<file path="config.mk">
export PLATFORM = sky130hd
export DESIGN_NAME = fcpa_ctrl
export DESIGN_NICKNAME = d
export VERILOG_FILES = /design/src/design/fcpa_pkg.sv /design/src/design/fcpa_ctrl.sv
export SDC_FILE = /design/constraint.sdc
export NUM_CORES = 1
export LEC_CHECK = 0
export CAP_MARGIN = 20
export CORE_AREA = 3 3 40 42
export CTS_BUF_LIST = sky130_fd_sc_hd__clkbuf_16
export DETAILED_ROUTE_END_ITERATION = 8
export DIE_AREA = 0 0 43 45
export DONT_BUFFER_PORTS = 1
export HOLD_SLACK_MARGIN = 0.06
export SLEW_MARGIN = 20
export SYNTH_ARGS = -nofsm -noshare
export SYNTH_HDL_FRONTEND = slang
export SYNTH_SLANG_ARGS = --single-unit
</file>
<file path="constraint.sdc">
create_clock -name clk -period 1.3 [get_ports clk]
set_input_delay 0.26 -clock clk [delete_from_list [all_inputs] [get_ports clk]]
set_output_delay 0.26 -clock clk [all_outputs]
set_load 0.005 [all_outputs]
</file>
<file path="src/design/fcpa_pkg.sv">
// ----------------------------------------------------------------------------
// fcpa_pkg: shared types and codes for the fixed chunk pool allocator
// Request and response payloads, request and status codes, register
// indexes, and the command/status bundles between controller and datapath.
// ----------------------------------------------------------------------------
package fcpa_pkg;

    // Field widths fixed by the interface
    localparam int ADDR_W  = 32;
    localparam int SIZE_W  = 17;
    localparam int COUNT_W = 9;
    localparam int BYTES_W = 25;
    localparam int CFG_W   = 32;

    localparam logic [BYTES_W-1:0] BYTES_MAX = '1;

    // Request codes
    localparam logic [1:0] REQ_ALLOC  = 2'd0;
    localparam logic [1:0] REQ_FREE   = 2'd1;
    localparam logic [1:0] REQ_REINIT = 2'd2;

    // Result status codes
    localparam logic [1:0] ST_OK       = 2'd0;
    localparam logic [1:0] ST_EMPTY    = 2'd1;
    localparam logic [1:0] ST_SIZE     = 2'd2;
    localparam logic [1:0] ST_OVERFLOW = 2'd3;

    // Configuration register indexes
    localparam logic [1:0] CFG_BASE  = 2'd0;
    localparam logic [1:0] CFG_SIZE  = 2'd1;
    localparam logic [1:0] CFG_COUNT = 2'd2;

    // Configuration reset values
    localparam logic [ADDR_W-1:0]  BASE_RST  = 32'd0;
    localparam logic [SIZE_W-1:0]  SIZE_RST  = 17'd64;
    localparam logic [COUNT_W-1:0] COUNT_RST = 9'd256;

    typedef struct packed {
        logic [1:0]        req_type;
        logic [SIZE_W-1:0] request_size;
        logic [ADDR_W-1:0] release_address;
    } req_t;

    typedef struct packed {
        logic [ADDR_W-1:0]  granted_address;
        logic [1:0]         status;
        logic [BYTES_W-1:0] bytes_in_use;
        logic [BYTES_W-1:0] peak_bytes;
    } rsp_t;

    typedef enum logic [1:0] {
        S_IDLE,
        S_FILL,
        S_RESP
    } state_t;

    // Controller to datapath
    typedef struct packed {
        logic accept;
        logic fill;
        logic load;
    } cmd_t;

    // Datapath to controller
    typedef struct packed {
        logic fill_start;
        logic fill_last;
        logic out_free;
    } stat_t;

endpackage

</file>
<file path="src/design/fcpa_ctrl.sv">
// ----------------------------------------------------------------------------
// fcpa_ctrl: sequencing state machine
// Accepts one request at a time, runs the refill sweep after a reinit,
// and loads the response register once it has room.
// ----------------------------------------------------------------------------
module fcpa_ctrl (
    input  logic            clk,
    input  logic            rst_n,
    input  logic            req_valid,
    output logic            req_ready,
    input  fcpa_pkg::stat_t stat,
    output fcpa_pkg::cmd_t  cmd
);

    fcpa_pkg::state_t state_reg;
    fcpa_pkg::state_t state_next;

    // State register
    always_ff @(posedge clk or negedge rst_n)
    begin
        if (!rst_n)
        begin
            state_reg <= fcpa_pkg::S_IDLE;
        end
        else
        begin
            state_reg <= state_next;
        end
    end

    // Next state and commands
    always_comb
    begin
        state_next = state_reg;
        req_ready  = 1'b0;
        cmd        = '0;
        case (state_reg)
            fcpa_pkg::S_IDLE:
            begin
                req_ready = 1'b1;
                if (req_valid)
                begin
                    cmd.accept = 1'b1;
                    state_next = stat.fill_start ? fcpa_pkg::S_FILL : fcpa_pkg::S_RESP;
                end
            end
            fcpa_pkg::S_FILL:
            begin
                cmd.fill = 1'b1;
                if (stat.fill_last)
                begin
                    state_next = fcpa_pkg::S_RESP;
                end
            end
            fcpa_pkg::S_RESP:
            begin
                if (stat.out_free)
                begin
                    cmd.load   = 1'b1;
                    state_next = fcpa_pkg::S_IDLE;
                end
            end
            default:
            begin
                state_next = fcpa_pkg::S_IDLE;
            end
        endcase
    end

endmodule

</file>
## Word-level counts from Yosys, hierarchy flattened

Index checks and enable logic that the tools add are counted.

- Input port bits: 6
- Output and inout port bits: 4
- Flip-flop bits (word level): 2

- Reductions and logical operators: 2
- Multiplexer cells: 11
- Equality and inequality tests: 5

Operators with widths:

| operator | count |
|---|---|
| 2-bit two-way mux | 4 |
| 1-bit two-way mux | 6 |
| 2-bit != test, second input constant | 3 |
| 2-bit case mux with 3 select lines | 1 |
| 3-bit AND reduction | 1 |
| 2-bit by 1-bit == test with 1-bit output, second input constant | 1 |
| 2-bit == test, second input constant | 1 |
| 2-bit zero test | 1 |

## Longest topological paths before layout

Gate-level depths: netlist (run 1).

- Depth in word-level cells: 3
- Depth in mapped cells: 2
- Depth with buffers taken out: 2

## Worst setup path before layout (run 1)

OpenSTA, ideal clock, no wires.

- Kind: register -> register
- Start: register state_reg[0]
- End: register state_reg[1]
- Data arrival time: 894 ps
- Setup time: 73 ps
- Setup slack: 333 ps
- Path buffers: 0
- Stages on the path, launching flop included: 3
- Path through: dfrtp_1 -> or3b_1 -> a21oi_2

- Word-level cells in the longest chain between the ends: 3
- Elaborated cells on any way between the ends: 8

RTL lines:

| item | line | source |
|---|---|---|
| start, declared | fcpa_ctrl.sv:15 | `fcpa_pkg::state_t state_reg;` |
| start signal, assigned | fcpa_ctrl.sv:23 | `state_reg <= fcpa_pkg::S_IDLE;` |
| start signal, assigned | fcpa_ctrl.sv:27 | `state_reg <= state_next;` |
| 2-bit by 1-bit == test with 1-bit output (tied with other cells) | fcpa_ctrl.sv:37 | `case (state_reg)` |
| 2-bit != test (no source line) | n/a |  |
| 3-bit AND reduction (no source line) | n/a |  |

Several ways; a longest one is shown, not always the timed one.
A chain may end at the register's enable or synchronous reset.

==> qor.yml, run 1 <==
finish:
  num_antenna_cells: 0
  layout_commonest_cell: "clkbuf_16"
  fillers: 145
  final_cell_mix: "clkbuf_16, a21oi_1, dfrtp_1"
  final_area_um2: 233
  instances_no_fill: 32
  drive_gt1_frac: 0.353
  largest_reg_flops: 2
  final_nets: 25
  syn_to_final_growth_pct: 84.2
sta:
  max_slew_margin: 0.863
  worst_pin_slew_ps: 206
  fin_skew_ps: 0.874
  rsz0062_at_grt: "no"
  holdWs_ps: 210
  setup_violations: 0
  slew_violations: 0
  tns_ps: 0
  fin_crit_sh: 0.942
  fin_crit_ps: 1220
  hold_viol_final: 0
  fmax_ghz: 0.817
route:
  ant_nets: 0
  wl_met1_um: 103
  drc_errors: 0
  wl_met3_um: 34
  drt_wl_total_um: 310
  highest_layer: "met4"
  drtPass1Iterations: 3
  wl_met2_um: 153
  drt_iter0_drc: 1
  wl_per_cell_um: 9.69
  vias: 109
  vias_per_cell: 3.41
power_and_ir_drop:
  peakVddDrop_v: 0.000279
  cellLeakagePower_nw: 0.0932
  internal_power_mw: 0.536
  combPwrFrac: 0.148
  seq_power_share: 0.181
  switching_power_mw: 0.160
  pwr-share-clk: 0.670
  finalPower_mw: 0.695
  p_sw_frac: 0.230
  p_per_area_mw_per_mm2: 2990
floorplanning:
  core_mm2: 0.00128
  die_x_um: 43
  top_level_ports: 10
  start_util: 0.0983
  die_y_um: 45
  num_rows: 13
  die_area_mm2: 0.00194
worst_hold_path:
  hold_depth: 2
  whs_endpoint: "state_reg[0]"
  hold_start: "stat[2]"
  min_path_type: "primary input to register"
global_route:
  overflow: 0
  antenna_found_initial: 0
  grt_pass1_vias: 136
  grt_pass1_wl_um: 476
  grt_max_degree: 9
  gr-usage-all-layers: 0.0425
worst_setup_path:
  worstRegToRegCells: 2
  crit_type: "register to output port"
  r2r_end: "state_reg[1]"
  required_ps: 1040
  r2r_setup_slack_ps: 270
  reg2reg_from: "state_reg[0]"
  startpoint_type: "register"
  end_kind: "output port"
  crit_arrival_ps: 960
  path_max_fanout: 6
flow_run:
  maxCapViolCount: 0
synth:
  ys_seq_area_frac: 0.396
  synth_simple_gate_area_frac: 0.396
  synth_top_area_frac: 0.396
  synth_area_leaders: "dfrtp_1, a21oi_1, and3b_2"
  ys_seq_elements: 2
  synth_top_family_by_area: "simple AND/OR/NAND/NOR gates"
  yosys.area_share.adder: 0
  yosys_warnings: 0
  muxShareOfSynthArea: 0
  yosys.area_share.xor_xnor: 0
  synth_compound_area_frac: 0.208
  ys_types: 11
  syn_inst: 13
  synth_area_leader_cell: "dfrtp_1"
  syn_area_um2: 126
  synth_area_per_cell_um2: 9.72
  syn_nets: 19
clock_tree:
  cts-root-buf: "clkbuf_16"
  cts_tree: "yes"
  clockBufferDepth: 2
  clk_latency_ps: 220
  cts.sinks: 2
  h-tree-depth: 1
  postCtsSetupBuffers: 0
  cts.clk_slew.worst_paths_ps: 30
  cts_buffers: 3
place:
  place_congestion: 0.562
  dp.cells: 28
  portBuffers: 0
  place_area_um2: 145
run_status:
  outcome: "complete, no violations"
[per-stage QoR]
stage	utilization	worst slack (ps)
after floorplan	-	333
after global placement	0.113	277
after detailed placement	0.113	276
after CTS	0.179	42.8
after global routing	0.181	15.5
final	0.181	75.4
[critical path, stage by stage, from the launching register on]
cell,delay [ps]
dfrtp_1,420
nor2_2,160
and2_1,160
[timing repair]
action | in CTS | in global routing
endpoints found under the setup margin | 0 | 1
hold buffers | 1 | 0
resized for setup | 0 | 1
endpoints found under the hold margin | 2 | 0
[routing by layer]
layer  vias up  GRT usage
met1        46     0.0361
met3         2     0.0120
met5         -          0
met4         0      0.108
li1         55          -
met2         6     0.0449
[how the worst max path moves through the flow]
stage,startpoint,endpoint,depth (start not counted)
floorplan,state_reg[0],state_reg[1],2
global placement,state_reg[1],cmd[2],2
detailed placement,state_reg[0],state_reg[1],2
CTS,state_reg[1],cmd[2],2
global route,state_reg[1],cmd[2],2
finish,state_reg[1],cmd[2],2
[layout make-up]
| class | count | area (µm²) | area share |
|---|---|---|---|
| flip-flops and latches | 2 | 50.0 | 0.215 |
| repair buffers | 1 | 10.0 | 0.0430 |
| multi-input cells | 11 | 78.8 | 0.339 |
| well taps | 15 | 18.8 | 0.0806 |
| clock buffers | 3 | 75.1 | 0.323 |
[cells by family (layout without fill, tap and decap cells)]
logic type	Yosys count	in the layout
buf+inv	0	4
compound gates	4	4
flops	2	2
simple gates	7	7
[synthesized netlist by cell type, drive strengths merged]
master  number
nor2b        1
o21a         1
and3b        1
dfrtp        2
or2b         1
a21oi        3
and2         1
nor2         1
or3b         1
nand3b       1
[power by group through the flow]
stage	logic (mW)	clock network, mW	registers, mW
floorplan	0.0880	0	0.113
global placement	0.0979	0	0.121
detailed placement	0.0974	0	0.123
CTS	0.101	0.474	0.122
global route	0.119	0.482	0.133
finish	0.103	0.466	0.126
No activity file was read; power rests on OpenSTA's default activity.
==> run 2, diff against run 1 <==
==> constraint.sdc (replaced) <==
create_clock -name clk -period 1.3 [get_ports clk]
set_input_delay 0.13 -clock clk [delete_from_list [all_inputs] [get_ports clk]]
set_output_delay 0.13 -clock clk [all_outputs]
set_load 0.005 [all_outputs]
==> qor.yml, run 2 (synthesis gave the netlist of run 1 again) <==
run_status:
  outcome: "complete, no violations"  # unchanged
sta:
  layout_setup_ws_ps: 184  # was 75.4 ps
  max_slew_margin: 0.882  # was 0.863
  rsz0062_at_grt: "no"  # unchanged
  worst_pin_slew_ps: 177  # was 206 ps
  fin_crit_sh: 0.858  # was 0.942
  setup_violations: 0  # unchanged
  slew_violations: 0  # unchanged
  holdWs_ps: 73.4  # was 210 ps
  fin_crit_ps: 1120  # was 1220 ps
  fin_skew_ps: 0.694  # was 0.874 ps
  hold_viol_final: 0  # unchanged
  tns_ps: 0  # unchanged
  fmax_ghz: 0.896  # was 0.817 GHz
worst_setup_path:
  startpoint_type: "register"  # unchanged
  path_max_fanout: 6  # unchanged
  r2r_end: "state_reg[1]"  # unchanged
  r2r_setup_slack_ps: 280  # was 270 ps
  crit_start: "state_reg[1]"  # unchanged
  reg2reg_from: "state_reg[0]"  # unchanged
  required_ps: 1170  # was 1040 ps
  end_kind: "output port"  # unchanged
  endpoint: "cmd[2]"  # unchanged
  crit_type: "register to output port"  # unchanged
  worstRegToRegCells: 2  # unchanged
  crit_arrival_ps: 990  # was 960 ps
finish:
  fillers: 145  # unchanged
  final_cell_mix: "clkbuf_16, a21oi_1, dfrtp_1"  # unchanged
  seqCellArea_um2: 50.0  # unchanged
  syn_to_final_growth_pct: 82.2  # was 84.2%
  layout_commonest_cell: "clkbuf_16"  # unchanged
  num_antenna_cells: 0  # unchanged
  drive_gt1_frac: 0.294  # was 0.353
  instances_no_fill: 32  # unchanged
  largest_reg_flops: 2  # unchanged
  final_nets: 25  # unchanged
  multi_input_area_um2: 76.3  # was 78.8 µm²
global_route:
  grt_max_degree: 9  # unchanged
  grt_pass1_wl_um: 448  # was 476 µm
  antenna_found_initial: 0  # unchanged
  grt_pass1_vias: 133  # was 136
  gr-usage-all-layers: 0.0408  # was 0.0425
  overflow: 0  # unchanged
floorplanning:
  die_y_um: 45  # unchanged
  die_x_um: 43  # unchanged
  num_rows: 13  # unchanged
  die_area_mm2: 0.00194  # unchanged
  start_util: 0.0983  # unchanged
  core_mm2: 0.00128  # unchanged
  top_level_ports: 10  # unchanged
clock_tree:
  cts.clk_slew.worst_paths_ps: 30  # about the same
  clockBufferDepth: 2  # unchanged
  cts.repair.resized: 0  # unchanged
  postCtsSetupBuffers: 0  # unchanged
  cts.sinks: 2  # unchanged
  cts_tree: "yes"  # unchanged
  cts-root-buf: "clkbuf_16"  # unchanged
  h-tree-depth: 1  # unchanged
  cts_hold_buf: 1  # unchanged
  cts_buffers: 3  # unchanged
  clk_latency_ps: 220  # about the same
route:
  drt_wl_total_um: 288  # was 310 µm
  ant_nets: 0  # unchanged
  drt_iter0_drc: 1  # unchanged
  drc_errors: 0  # unchanged
  drtPass1Iterations: 2  # was 3
  vias_per_cell: 3.53  # was 3.41
  wl_per_cell_um: 9.00  # was 9.69 µm
  vias: 113  # was 109
power_and_ir_drop:
  cellLeakagePower_nw: 0.0930  # was 0.0932 nW
  peakVddDrop_v: 0.000278  # was 0.000279 V
  p_per_area_mw_per_mm2: 2970  # was 2990 mW/mm²
place:
  dp.cells: 28  # unchanged
  place_congestion: 0.556  # was 0.562
  dpl_worst_slack_ps: 279  # was 276 ps
  portBuffers: 0  # unchanged
flow_run:
  maxCapViolCount: 0  # unchanged
worst_hold_path:
  min_path_type: "primary input to register"  # unchanged
[run 2: how the worst min path moves through the flow]
| stage | startpoint | endpoint | slack (ps) | cells after the start |
|---|---|---|---|---|
| after global placement | rst_n | state_reg[1] | -170 | 0 |
| final | stat[1] | state_reg[0] | 70 | 2 |
| after detailed placement | rst_n | state_reg[1] | -170 | 0 |
| after floorplan | rst_n | state_reg[0] | -170 | 0 |
| after CTS | stat[1] | state_reg[0] | 70 | 2 |
| after global routing | stat[2] | state_reg[0] | 80 | 2 |
[run 2: layer usage]
| layer | vias up | share of wire | GRT usage |
|---|---|---|---|
| li1 | 55 | - | - |
| met3 | 2 | 0.087 | 0.0120 |
| met5 | - | 0 | 0 |
| met4 | 0 | 0.059 | 0.108 |
| met2 | 6 | 0.51 | 0.0419 |
| met1 | 50 | 0.34 | 0.0337 |
[run 2: through the flow]
| stage | utilization | cell area [µm²] | power (mW) |
|---|---|---|---|
| floorplan | - | 126 | 0.201 |
| global placement | 0.113 | 145 | 0.219 |
| detailed placement | 0.113 | 145 | 0.221 |
| CTS | 0.179 | 230 | 0.698 |
| global route | 0.179 | 230 | 0.723 |
| finish | 0.179 | 230 | 0.684 |
[run 2: critical path, stage by stage (launching register included)]
cell and delay [ps]:
dfrtp_1 410, nor2_1 190, and2_1 170
[run 2: cell type report]
cell class	instances	share of cell area
well taps	15	0.0815
flip-flops and latches	2	0.217
multi-input cells	11	0.332
clock buffers	3	0.326
repair buffers	1	0.0435
[run 2: power by group]
group          switching, mW  internal (mW)  total, mW
clock network         0.0734          0.392      0.465
logic                 0.0452         0.0539     0.0990
registers             0.0337         0.0865      0.120
total                  0.152          0.532      0.684
